## src/hdl/swm_pkg.sv

```systemverilog
// Shared constants, payload types and control bundle of the wildcard matcher.
`timescale 1ns / 1ps

package swm_pkg;

  // Pattern store depth and the width of a length that can reach the depth itself.
  localparam int MAX_PATTERN = 32;
  localparam int LEN_W = $clog2(MAX_PATTERN + 1);

  // The wildcard byte.
  localparam logic [7:0] STAR_BYTE = 8'd42;

  // Action codes of an input transaction.
  localparam logic [1:0] ACT_PATTERN = 2'd0;
  localparam logic [1:0] ACT_SUBJECT = 2'd1;
  localparam logic [1:0] ACT_CLEAR   = 2'd2;

  typedef struct packed {
    logic [1:0] action;
    logic [7:0] char_in;
    logic       last;
  } in_item_t;

  typedef struct packed {
    logic matched;
    logic at_end;
    logic pattern_overflow;
  } out_item_t;

  // Controls broadcast from the top level to every cell of the row.
  typedef struct packed {
    logic       subj_step;
    logic       start;
    logic       empty;
    logic [7:0] char_in;
  } swm_ctl_t;

endpackage

```

## src/hdl/swm_in_if.sv

```systemverilog
// Input channel interface: valid/ready handshake with an input item payload.
`timescale 1ns / 1ps

interface swm_in_if;
  logic               valid;
  logic               ready;
  swm_pkg::in_item_t  item;

  modport source (output valid, output item, input ready);
  modport sink (input valid, input item, output ready);
endinterface

```

## src/hdl/swm_out_if.sv

```systemverilog
// Result channel interface: valid/ready handshake with a result item payload.
`timescale 1ns / 1ps

interface swm_out_if;
  logic               valid;
  logic               ready;
  swm_pkg::out_item_t item;

  modport source (output valid, output item, input ready);
  modport sink (input valid, input item, output ready);
endinterface

```

## src/hdl/swm_cell.sv

```systemverilog
// One pattern position: its stored byte, its active bit and its star-prefix bit.
`timescale 1ns / 1ps

module swm_cell (
  input  logic              clk,
  input  logic              rst,
  input  swm_pkg::swm_ctl_t ctl,
  input  logic              sel,
  input  logic              live,
  input  logic              sv_in,
  input  logic              carry_in,
  output logic              sv_out,
  output logic              carry_out,
  output logic              next
);

  logic [7:0] pat;
  logic       act;
  logic       sv;
  logic       is_star;
  logic       base;
  logic       gate;

  // The stored byte is a wildcard.
  assign is_star = (pat == swm_pkg::STAR_BYTE);

  // Star-prefix bit as the right neighbor sees it; a new pattern drops it at once.
  assign sv_out = ctl.empty ? 1'b0 : sv;

  // At the start of a subject the position is active when all earlier bytes are stars.
  assign base = ctl.start ? sv_in : act;
  assign gate = base & live;

  // A star keeps its position active; the left neighbor may hand activity in.
  assign next = (gate & is_star) | carry_in;

  // Hand activity to the next position on a literal hit or across a star.
  assign carry_out = (gate & ~is_star & (pat == ctl.char_in)) | (next & is_star & live);

  // Control state: active bit and star-prefix bit.
  always_ff @(posedge clk) begin
    if (rst) begin
      act <= 1'b0;
      sv  <= 1'b0;
    end else begin
      if (ctl.subj_step) begin
        act <= next;
      end
      if (sel) begin
        sv <= sv_in & (ctl.char_in == swm_pkg::STAR_BYTE);
      end else if (ctl.empty) begin
        sv <= 1'b0;
      end
    end
  end

  // Pattern byte, written when this cell is the append position.
  always_ff @(posedge clk) begin
    if (sel) begin
      pat <= ctl.char_in;
    end
  end

endmodule

```

## src/hdl/swm_out_queue.sv

```systemverilog
// Two-entry result queue that decouples the matcher from the result channel.
`timescale 1ns / 1ps

module swm_out_queue (
  input  logic               clk,
  input  logic               rst,
  input  logic               push,
  input  swm_pkg::out_item_t push_item,
  output logic               full,
  swm_out_if.source          out_ch
);

  logic [1:0]         count;
  swm_pkg::out_item_t q0;
  logic               pop;
  swm_pkg::out_item_t q1;

  assign full         = (count == 2'd2);
  assign out_ch.valid = (count != 2'd0);
  assign out_ch.item  = q0;
  assign pop          = out_ch.valid & out_ch.ready;

  // Occupancy count.
  always_ff @(posedge clk) begin
    if (rst) begin
      count <= 2'd0;
    end else if (push && !pop) begin
      count <= count + 2'd1;
    end else if (pop && !push) begin
      count <= count - 2'd1;
    end
  end

  // Entry data; the head is always q0.
  always_ff @(posedge clk) begin
    if (pop) begin
      q0 <= (push && count == 2'd1) ? push_item : q1;
      if (push && count == 2'd2) begin
        q1 <= push_item;
      end
    end else if (push) begin
      if (count == 2'd0) begin
        q0 <= push_item;
      end else begin
        q1 <= push_item;
      end
    end
  end

endmodule

```

## src/hdl/star_wildcard_matcher.sv

```systemverilog
// Top level of the anchored star wildcard matcher built as a row of pattern cells.
//
//   Channel  Dir  Payload                                 Transaction
//   in_ch    in   action, char_in, last                   pattern byte, subject byte or clear
//   out_ch   out  matched, at_end, pattern_overflow       one per subject byte
//
// A new input transaction may be accepted while in_ch.ready is high; a subject byte may follow in the next cycle.
// The cycle time is set by the combinational activity chain that ripples through all cells.
// A result is registered in the result queue and is offered on out_ch once earlier results are taken.
// Two results can wait for out_ch; in_ch.ready drops only while both entries are held.
// Synchronous reset empties the pattern and the result queue; no clearing pass is needed.
`timescale 1ns / 1ps

module star_wildcard_matcher (
  input  logic      clk,
  input  logic      rst,
  swm_in_if.sink    in_ch,
  swm_out_if.source out_ch
);

  localparam int MP = swm_pkg::MAX_PATTERN;
  localparam int LW = swm_pkg::LEN_W;

  logic [LW-1:0]      len;
  logic [LW-1:0]      len_next;
  logic [LW-1:0]      len_eff;
  logic               ovf;
  logic               ovf_next;
  logic               subj_start;
  logic               pat_start;
  logic               acc;
  logic               is_pat;
  logic               is_subj;
  logic               is_clr;
  logic               append;
  logic               q_full;
  swm_pkg::swm_ctl_t  ctl;
  swm_pkg::out_item_t res;
  logic [MP-1:0]      sel;
  logic [MP-1:0]      live;
  logic [MP-1:0]      sv_chain;
  logic [MP:0]        carry;
  logic [MP:0]        nxt;

  // Decode the accepted transaction.
  assign acc     = in_ch.valid & in_ch.ready;
  assign is_pat  = acc & (in_ch.item.action == swm_pkg::ACT_PATTERN);
  assign is_subj = acc & (in_ch.item.action == swm_pkg::ACT_SUBJECT);
  assign is_clr  = acc & (in_ch.item.action == swm_pkg::ACT_CLEAR);

  // A pattern byte that opens a new pattern appends at position zero.
  assign len_eff = pat_start ? '0 : len;
  assign append  = is_pat & (len_eff != LW'(MP));

  assign ctl.subj_step = is_subj;
  assign ctl.start     = subj_start;
  assign ctl.empty     = is_clr | (is_pat & pat_start);
  assign ctl.char_in   = in_ch.item.char_in;

  // Pattern length and overflow flag updates.
  always_comb begin
    len_next = len;
    ovf_next = ovf;
    if (is_clr) begin
      len_next = '0;
      ovf_next = 1'b0;
    end else if (is_pat) begin
      if (append) begin
        len_next = len_eff + LW'(1);
        ovf_next = pat_start ? 1'b0 : ovf;
      end else begin
        len_next = len_eff;
        ovf_next = 1'b1;
      end
    end
  end

  always_ff @(posedge clk) begin
    if (rst) begin
      len        <= '0;
      ovf        <= 1'b0;
      pat_start  <= 1'b1;
      subj_start <= 1'b1;
    end else begin
      len <= len_next;
      ovf <= ovf_next;
      if (is_pat) begin
        pat_start  <= in_ch.item.last;
        subj_start <= 1'b1;
      end else if (is_clr) begin
        pat_start  <= 1'b1;
        subj_start <= 1'b1;
      end else if (is_subj) begin
        subj_start <= in_ch.item.last;
      end
    end
  end

  // Row of cells; position zero always starts active, no activity enters from the left.
  assign carry[0] = 1'b0;
  assign sv_chain[0] = 1'b1;

  for (genvar j = 0; j < MP; j++) begin : g_cell
    assign sel[j]  = append & (len_eff == LW'(j));
    assign live[j] = (len > LW'(j));
    if (j + 1 < MP) begin : g_mid
      swm_cell u_cell (
        .clk       (clk),
        .rst       (rst),
        .ctl       (ctl),
        .sel       (sel[j]),
        .live      (live[j]),
        .sv_in     (sv_chain[j]),
        .carry_in  (carry[j]),
        .sv_out    (sv_chain[j+1]),
        .carry_out (carry[j+1]),
        .next      (nxt[j])
      );
    end else begin : g_end
      swm_cell u_cell (
        .clk       (clk),
        .rst       (rst),
        .ctl       (ctl),
        .sel       (sel[j]),
        .live      (live[j]),
        .sv_in     (sv_chain[j]),
        .carry_in  (carry[j]),
        .sv_out    (),
        .carry_out (carry[j+1]),
        .next      (nxt[j])
      );
    end
  end

  // The position past the last cell is fed only by the end of the chain.
  assign nxt[MP] = carry[MP];

  // Result of a subject byte: the whole pattern is consumed.
  assign res.matched          = nxt[len] & ~ovf;
  assign res.at_end           = in_ch.item.last;
  assign res.pattern_overflow = ovf;

  swm_out_queue u_queue (
    .clk       (clk),
    .rst       (rst),
    .push      (is_subj),
    .push_item (res),
    .full      (q_full),
    .out_ch    (out_ch)
  );

  assign in_ch.ready = ~q_full;

`ifndef SYNTHESIS
  // The length never exceeds the store.
  a_len_range: assert property (@(posedge clk) disable iff (rst)
    len <= LW'(MP))
    else $error("pattern length beyond store depth");

  // Overflow is only possible with a full store.
  a_ovf_full: assert property (@(posedge clk) disable iff (rst)
    ovf |-> (len == LW'(MP)))
    else $error("overflow flag set without a full pattern store");

  // A subject transaction always leaves a result waiting in the next cycle.
  a_subj_result: assert property (@(posedge clk) disable iff (rst)
    is_subj |=> out_ch.valid)
    else $error("subject byte produced no result");

  // Back-pressure on the input only happens while results are waiting.
  a_stall_cause: assert property (@(posedge clk) disable iff (rst)
    !in_ch.ready |-> out_ch.valid)
    else $error("input stalled with an empty result queue");
`endif

endmodule

```

## src/flat_wrapper.sv

```systemverilog
// flat-port wrapper written by rule: the top's interface ports become plain ports
module star_wildcard_matcher_flat 
  (clk, rst, in_ch_valid, in_ch_item, in_ch_ready, out_ch_valid, out_ch_item, out_ch_ready);
  swm_in_if in_ch_i ();
  swm_out_if out_ch_i ();
  input  logic clk;
  input  logic rst;
  input wire logic [$bits(in_ch_i.valid)-1:0] in_ch_valid;
  input wire logic [$bits(in_ch_i.item)-1:0] in_ch_item;
  output wire logic [$bits(in_ch_i.ready)-1:0] in_ch_ready;
  output wire logic [$bits(out_ch_i.valid)-1:0] out_ch_valid;
  output wire logic [$bits(out_ch_i.item)-1:0] out_ch_item;
  input wire logic [$bits(out_ch_i.ready)-1:0] out_ch_ready;
  assign in_ch_i.valid = in_ch_valid;
  assign in_ch_i.item = in_ch_item;
  assign in_ch_ready = in_ch_i.ready;
  assign out_ch_valid = out_ch_i.valid;
  assign out_ch_item = out_ch_i.item;
  assign out_ch_i.ready = out_ch_ready;
  star_wildcard_matcher u_core (.clk(clk), .rst(rst), .in_ch(in_ch_i), .out_ch(out_ch_i));
endmodule
```

## config.mk

```make
export PLATFORM = sky130hd
export DESIGN_NAME = star_wildcard_matcher_flat
export DESIGN_NICKNAME = d
export VERILOG_FILES = /design/src/hdl/swm_pkg.sv /design/src/hdl/swm_in_if.sv /design/src/hdl/swm_out_if.sv /design/src/hdl/swm_cell.sv /design/src/hdl/swm_out_queue.sv /design/src/hdl/star_wildcard_matcher.sv /design/src/flat_wrapper.sv
export SDC_FILE = /design/constraint.sdc
export NUM_CORES = 1
export LEC_CHECK = 0
export CAP_MARGIN = 10
export CORE_MARGIN = 8
export CORE_UTILIZATION = 65
export CTS_BUF_LIST = sky130_fd_sc_hd__clkbuf_8
export CTS_CLUSTER_DIAMETER = 200
export DETAILED_ROUTE_END_ITERATION = 6
export DONT_BUFFER_PORTS = 1
export MAX_ROUTING_LAYER = met4
export PLACE_DENSITY = 0.82
export SYNTH_ARGS = -nofsm -noshare
export SYNTH_HDL_FRONTEND = slang
export SYNTH_SLANG_ARGS = --single-unit
```

## constraint.sdc

```tcl
create_clock -name clk -period 5.3 [get_ports clk]
set_clock_uncertainty 0.05 [all_clocks]
set_input_delay 0.265 -clock clk [delete_from_list [all_inputs] [get_ports clk]]
set_output_delay 0.265 -clock clk [all_outputs]
set_load 0.01 [all_outputs]
```

==> results of run 1 <==
-- layer usage --
metal / vias to the layer above / share of wire, % / wire [um]
li1: 6024 / - / -
met5: - / 0 / 0
met4: 0 / 4.3 / 2200
met3: 188 / 9.5 / 4920
met2: 855 / 47 / 24100
met1: 6729 / 40 / 20500
-- per-stage QoR --
stage | hold slack, ps | setup slack, ps | total power, mW
floorplan | 314 | 1870 | 3.26
CTS | 72.8 | 1080 | 5.55
finish | 103 | 928 | 5.55
global placement | 298 | 1270 | 3.27
global route | 153 | 679 | 5.69
detailed placement | 302 | 1110 | 3.29
-- tightest hold or removal path, cell delays in order --
cell      delay [ps]
or3b_1           220
nor3_1            80
o21bai_1         130
-- area by class of cell --
class                           count  area, um^2
Clock buffer                       61         840
Clock inverter                     40         250
Fill cell                        1894        7750
Inverter                           18        67.6
Multi-Input combinational cell   1172        7810
Sequential cell                   336        9350
Tap cell                          341         427
Timing Repair Buffer               32         385
-- cells in the final DEF (no fill, tap or decap), types with 27 or more instances in the layout --
master | netlist | routed
nor4_1 | 57 | 57
nand3_1 | 69 | 69
dfxtp_1 | 74 | 74
nor4bb_1 | 30 | 30
o21ai_0 | 73 | 73
clkbuf_8 | 0 | 61
xnor2_1 | 43 | 43
a21oi_1 | 86 | 86
inv_1 | 17 | 33
nand2_1 | 106 | 106
xor2_1 | 219 | 219
nor4b_1 | 29 | 29
nor3_1 | 27 | 27
edfxtp_1 | 262 | 262
nor2_1 | 132 | 132
-- kinds of logic after synthesis --
group / Yosys count
adders and majority gates: 9
xor gates and xnor gates: 262
AOI/OAI and AO/OA: 319
buffers and inverters: 102
and+or+nand+nor: 560
muxes: 22
DFF: 336
-- what timing repair did --
action                     in CTS  in global routing
hold buffers                   22                  0
gates resized for setup         0                  0
setup endpoints to repair       0                  0
hold endpoints to repair      305                  0
-- power breakdown --
part / switching (mW) / total (mW) / internal (mW)
combinational: 0.267 / 0.413 / 0.145
clock: 1.03 / 2.24 / 1.20
sequential: 0.0289 / 2.90 / 2.88
total: 1.33 / 5.55 / 4.22
-- flip-flops by register name, summed over array words and instances, names as in the netlist --
name	flops
u_core.len	6
u_core.g_cell.g_mid.u_cell.act	31
u_core.subj_start	1
u_core.g_cell.g_mid.u_cell.sv	31
u_core.u_queue.out_ch.item	3
u_core.g_cell.g_mid.u_cell.pat	248
u_core.g_cell.g_end.u_cell.act	1
u_core.pat_start	1
u_core.g_cell.g_end.u_cell.pat	8
u_core.u_queue.count	2
u_core.ovf	1
u_core.u_queue.q1	3
-- worst paths after layout --
check,end,slack (ps)
setup / recovery,u_core.u_queue.q1[2],930
hold / removal,u_core.pat_start,100
setup reg to reg,u_core.u_queue.q1[2],930
hold reg to reg,u_core.g_cell[15].g_mid.u_cell.act,400
==> summary.txt, run 1 <==
Outcome
  – Run status: complete, but fails checks
  – Failing checks: DRC

STA
  – Slew HR: 21.6%
  – Tmin final: 4370 ps
  – RSZ-0062 raised after global routing: false
  – Max-slew violations: 0
  – Final count of negative-setup-slack endpoints: 0
  – Period utilization: 82.5%
  – Endpoints failing hold: 0
  – Worst-margin pin slew: 1170 ps
  – Setup TNS: 0 ps
  – Peak Freq: 0.229 GHz

Synthesis
  – Main combinational cell family by area after synthesis: simple AND/OR/NAND/NOR gates
  – Main area contributors after synthesis: edfxtp_1, xor2_1, dfxtp_1, nor2_1, a21oi_1
  – Average size of a mapped cell: 11.0 um^2
  – Synth Area in XOR/XNOR: 12.9%
  – Synth Area in Adders: 0.634%
  – Post-synth ARST share: 0%
  – Multiplexer area fraction after synthesis: 1.31%
  – Number of synthesized flops with an enable pin: 262
  – Seq cells post-synth: 336
  – Synth cell types: 87
  – Seq/Total Area, Yosys: 52.6%
  – Compound-Gate Fraction of Synth Area: 11.9%
  – Cell accounting for the most synthesized area: edfxtp_1
  – Most frequent cells after synthesis: edfxtp_1, xor2_1, nor2_1
  – Main synth FF type: edfxtp_1
  – Post-synthesis cell area: 17,800 um^2
  – Syn Nets: 1,634
  – Area share of the largest cell type after synthesis: 44.3%
  – Most common cell in the netlist: edfxtp_1
  – Synth Instances: 1,610
  – Synth Area in Simple Gates: 17.2%
  – Synth Warn #: 0

Global routing
  – Vias in the first global route: 13.6k
  – Met3 usage: 5.94%
  – Initial antenna violation count: 0
  – Largest net degree at the start of global routing: 47
  – First-pass GRT wire length: 78,500 um
  – Met2 Use GR: 48.8%
  – Grt total ovfl: 0
  – Grt peak-use layer: met2
  – Overall Global Routing Usage: 31.6%
  – Met1 usage: 40.0%

Clock network
  – Reg clk slew, reported paths: 60 ps
  – Post-CTS Setup Inserts: 0
  – CTS tree: yes
  – Root Buffer: clkbuf_8
  – Maximum root-to-sink buffer count: 3
  – H-tree depth: 2
  – Number of buffers created by CTS: 54
  – Clock latency on the worst-skew pair: 610 ps
  – CTS Sinks: 336

Die
  – Die span in y: 181 um
  – Die W: 181 um
  – CORE AREA: 26,900 um^2
  – IO Pins: 20
  – Die Area: 32,900 um^2
  – Row Count: 60
  – Initial Util: 66.1%

Placement
  – Post-place instance area: 17,700 um^2
  – Placed Cells: 1,877
  – Final RePlAce weighted congestion: 1.00
  – DP HPWL: 30,600 um
  – PortBufs: 0

Worst setup path
  – Arr. time, crit path: 4730 ps
  – Crit path required time: 5660 ps
  – CP peak stage delay: 940 ps
  – Cell family with most CP delay: compound AO/OA/AOI/OAI gates
  – FF-to-FF path depth: 12
  – Crit path depth: 12
  – Reg-to-Reg Start: u_core.len[2]
  – Startpoint Class: flip-flop
  – Critical path buffer and inverter count: 0
  – Critical-path top delay cell: dfxtp_1
  – Crit end category: flip-flop
  – CP most frequent cell: o21ai_0
  – Crit path max fanout: 26
  – Worst-path cell chain: o21ai_0 -> a22oi_1 -> or4b_1 -> a31oi_1 -> o21ai_0 -> a2111oi_2 -> o21ai_2 -> a211oi_2 -> o21ai_1 -> a2111oi_4 -> nand3_2 -> a211oi_1
  – Crit Path Class: reg2reg
  – CP startpoint: u_core.len[2]

Drt
  – DR pass1 iterations: 7
  – Vias: 13.8k
  – 1st-iter DRT viols: 1,437
  – DRC: 1
  – Vias per cell: 6.90
  – Wire per inst: 25.9 um
  – Final WL: 51,800 um
  – Post-route ant nets: 0

Job
  – Max cap viols: 0

Power and ir drop
  – P per Cell Area: 290 nW/um^2
  – Leak: 6.34 nW
  – Worst vdd ir: 0.000264 V

Min path
  – Min-delay src: in_ch_item[9]
  – WHS Path Cells: 3
  – Min-delay worst type: in2reg

Layout
  – Area growth from synthesis to layout: 7.68%
  – Share of post-route cells with drive strength above 1: 8.38%
  – Finished Cell Area: 19,100 um^2
  – Diode count: 0
  – Final nets: 1,638
  – Util after Layout: 71.2%
  – Non-filler cells, final: 2,000
No activity file was read; power rests on OpenSTA's default activity.
==> run 2: changes to the inputs <==
--- a/config.mk
+++ b/config.mk
@@ -5,15 +5,16 @@
 export SDC_FILE = /design/constraint.sdc
 export NUM_CORES = 1
 export LEC_CHECK = 0
+export ABC_AREA = 1
 export CAP_MARGIN = 10
 export CORE_MARGIN = 8
-export CORE_UTILIZATION = 65
+export CORE_UTILIZATION = 60
 export CTS_BUF_LIST = sky130_fd_sc_hd__clkbuf_8
 export CTS_CLUSTER_DIAMETER = 200
 export DETAILED_ROUTE_END_ITERATION = 6
 export DONT_BUFFER_PORTS = 1
 export MAX_ROUTING_LAYER = met4
-export PLACE_DENSITY = 0.82
+export PLACE_DENSITY = 0.8
 export SYNTH_ARGS = -nofsm -noshare
 export SYNTH_HDL_FRONTEND = slang
 export SYNTH_SLANG_ARGS = --single-unit
==> constraint.sdc (replaced) <==
create_clock -name clk -period 3.95 [get_ports clk]
set_clock_uncertainty 0.05 [all_clocks]
set_input_delay 0.1975 -clock clk [delete_from_list [all_inputs] [get_ports clk]]
set_output_delay 0.1975 -clock clk [all_outputs]
set_load 0.01 [all_outputs]
==> summary.txt, run 2 <==
Drt
  – Vias per cell: 5.91
  – Post-route ant nets: 0
  – Final WL: 51,800 um
  – Wire per inst: 20.7 um
  – DRC: 0
  – 1st-iter DRT viols: 1,835
  – DR pass1 iterations: 5
  – Vias: 14.8k

Clock network
  – CTS Sinks: 336
  – Root Buffer: clkbuf_8
  – Number of buffers created by CTS: 53
  – CTS tree: yes
  – H-tree depth: 2
  – Clock latency on the worst-skew pair: 600 ps
  – Reg clk slew, reported paths: 70 ps
  – Maximum root-to-sink buffer count: 3

Layout
  – Area growth from synthesis to layout: 22.5%
  – Commonest cells after routing, fill and taps aside: buf_4, edfxtp_1, inv_1
  – Largest regs: u_core.g_cell.g_mid.u_cell.pat x248, u_core.g_cell.g_mid.u_cell.act x31, u_core.g_cell.g_mid.u_cell.sv x31
  – Commonest non-fill, non-tap cell in the layout: buf_4
  – Non-filler cells, final: 2,503
  – Share of post-route cells with drive strength above 1: 23.0%
  – Diode count: 0
  – Max reg flops: 248
  – Final nets: 2,098
  – Largest register by flop count: u_core.g_cell.g_mid.u_cell.pat

Min path
  – Endpoint, Worst Hold: u_core.g_cell[0].g_mid.u_cell.act
  – Min-delay worst type: in2reg
  – Min-delay src: in_ch_item[10]
  – WHS Path Cells: 3

Global routing
  – Met3 usage: 5.75%
  – Vias in the first global route: 14.7k
  – Met1 usage: 37.2%
  – Grt total ovfl: 0
  – Overall Global Routing Usage: 30.9%
  – Grt peak-use layer: met2
  – Met2 Use GR: 49.7%
  – Initial antenna violation count: 0
  – Largest net degree at the start of global routing: 62
  – First-pass GRT wire length: 79,300 um

Synthesis
  – Cell accounting for the most synthesized area: edfxtp_1
  – Syn Nets: 1,804
  – Synth cell types: 52
  – Most frequent cells after synthesis: edfxtp_1, inv_1, nor2_1
  – Post-synth ARST share: 0%
  – Synth Instances: 1,780
  – Seq/Total Area, Yosys: 54.4%
  – Area share of the largest cell type after synthesis: 45.8%
  – Synth Warn #: 0
  – Average size of a mapped cell: 9.66 um^2
  – Number of synthesized flops with an enable pin: 262
  – Post-synthesis cell area: 17,200 um^2
  – Main area contributors after synthesis: edfxtp_1, dfxtp_1, xnor2_1, inv_1, nor2_1
  – Seq cells post-synth: 336
  – Most common cell in the netlist: edfxtp_1
  – Main synth FF type: edfxtp_1

Worst setup path
  – Critical-path top delay cell: dfxtp_2
  – Crit Path Class: reg2reg
  – Crit end category: flip-flop
  – Worst flop-to-flop path endpoint: u_core.u_queue.out_ch.item[2]
  – Crit path required time: 4240 ps
  – Reg-to-Reg Start: u_core.u_queue.count[0]
  – CP peak stage delay: 340 ps
  – Arr. time, crit path: 6190 ps
  – CP most frequent cell: buf_4
  – FF-to-FF path depth: 46
  – Reg2reg setup slack: -1950 ps
  – Startpoint Class: flip-flop
  – Crit path max fanout: 4

Outcome
  – Failing checks: setup timing
  – Run status: complete, but fails checks

Placement
  – DP HPWL: 29,500 um
  – PortBufs: 0
  – Placed Cells: 2,313
  – Final RePlAce weighted congestion: 1.01

Power and ir drop
  – Leak: 8.40 nW
  – Worst vdd ir: 0.000359 V
  – P per Cell Area: 353 nW/um^2
  – Overall power: 7.43 mW

STA
  – Endpoints failing hold: 0
  – Peak Freq: 0.169 GHz
  – Worst-margin pin slew: 855 ps
  – Period utilization: 149%
  – RSZ-0062 raised after global routing: true
  – Worst Setup Slack, final: -1950 ps
  – Max-slew violations: 0
  – Setup TNS: -17,680 ps
  – Slew HR: 43.0%
  – Tmin final: 5900 ps
  – Final count of negative-setup-slack endpoints: 18
  – Hold_ws: 37.6 ps

Die
  – Die W: 185 um
  – Die span in y: 185 um
  – Die Area: 34,300 um^2
  – Row Count: 62
  – IO Pins: 20
  – Initial Util: 60.4%
  – CORE AREA: 28,500 um^2

Job
  – Max cap viols: 0
[run 2: changes by cell type after synthesis, moves of 15 or more]
cell      previous run  this run
o211ai_1            19         2
xor2_1             219        81
nand4_1             24        49
nor4bb_1            30         0
nand2_1            106       157
mux2i_1             15         0
nor4_1              57        73
inv_1               17       221
nor4b_1             29         2
nor2_1             132       207
xnor2_1             43       160
buf_6               22         2
a211oi_1            26         9
nand2_2              0        62
[run 2: kinds of logic after synthesis]
logic type	Yosys count	synth area share (%)
DFF	336	54.4
xor gates and xnor gates	241	12.3
AOI/OAI and AO/OA	234	7.63
adders and majority gates	9	0.655
and+or+nand+nor	663	18.3
buffers and inverters	297	6.71
[run 2: timing repair]
| action | in CTS | in global routing |
|---|---|---|
| hold buffers | 22 | 0 |
| buffers inserted | 68 | 14 |
| hold endpoints to repair | 335 | 0 |
| resized for setup | 29 | 17 |
| endpoints found under the setup margin | 14 | 21 |
| pin swaps | 4 | 26 |
[run 2: power by group]
part,switching (mW),internal (mW),leakage (nW)
clock network,1.39,1.56,0.607
registers,0.0306,3.85,2.96
logic,0.358,0.239,4.84
[run 2: cell type report]
cell class / count / area, um^2
Inverter: 230 / 863
Timing Repair Buffer: 306 / 2470
Multi-Input combinational cell: 1147 / 6830
Fill cell: 1912 / 7410
Clock buffer: 62 / 853
Sequential cell: 336 / 9350
Tap cell: 384 / 480
Clock inverter: 38 / 213
[run 2: worst max-delay path, delay by kind of cell (launching register included)]
| family | cells | cell delay (ps) |
|---|---|---|
| compound gates | 6 | 760 |
| fa+ha+maj | 1 | 160 |
| buf+inv | 26 | 3150 |
| flops | 1 | 340 |
| simple gates | 13 | 1160 |
[run 2: worst max path at each step]
stage	from	to	depth (start not counted)	slack, ps
floorplan	u_core.u_queue.count[0]	u_core.u_queue.out_ch.item[2]	75	-1130
global placement	u_core.u_queue.count[0]	u_core.u_queue.out_ch.item[2]	73	-1360
detailed placement	u_core.u_queue.count[0]	u_core.u_queue.out_ch.item[2]	71	-1570
CTS	u_core.u_queue.count[0]	u_core.u_queue.out_ch.item[2]	73	-1510
global route	u_core.u_queue.count[0]	u_core.u_queue.out_ch.item[2]	74	-2230
finish	u_core.u_queue.count[0]	u_core.u_queue.out_ch.item[2]	46	-1950
[run 2: through the flow]
stage / area, um^2 / worst slack, ps / util [%]
2_1_floorplan: 17200 / -1130 / -
4_1_cts: 21000 / -1510 / 73.7
5_1_grt: 21100 / -2230 / 74.0
6_report: 21100 / -1950 / 74.0
3_3_place_gp: 19000 / -1360 / 66.8
3_5_place_dp: 19000 / -1570 / 66.8
[run 2: metal layers]
| layer | wire [um] | part of all wire, % |
|---|---|---|
| met5 | 0 | 0 |
| met4 | 2330 | 4.5 |
| met3 | 5150 | 9.9 |
| met2 | 24600 | 48 |
| met1 | 19700 | 38 |
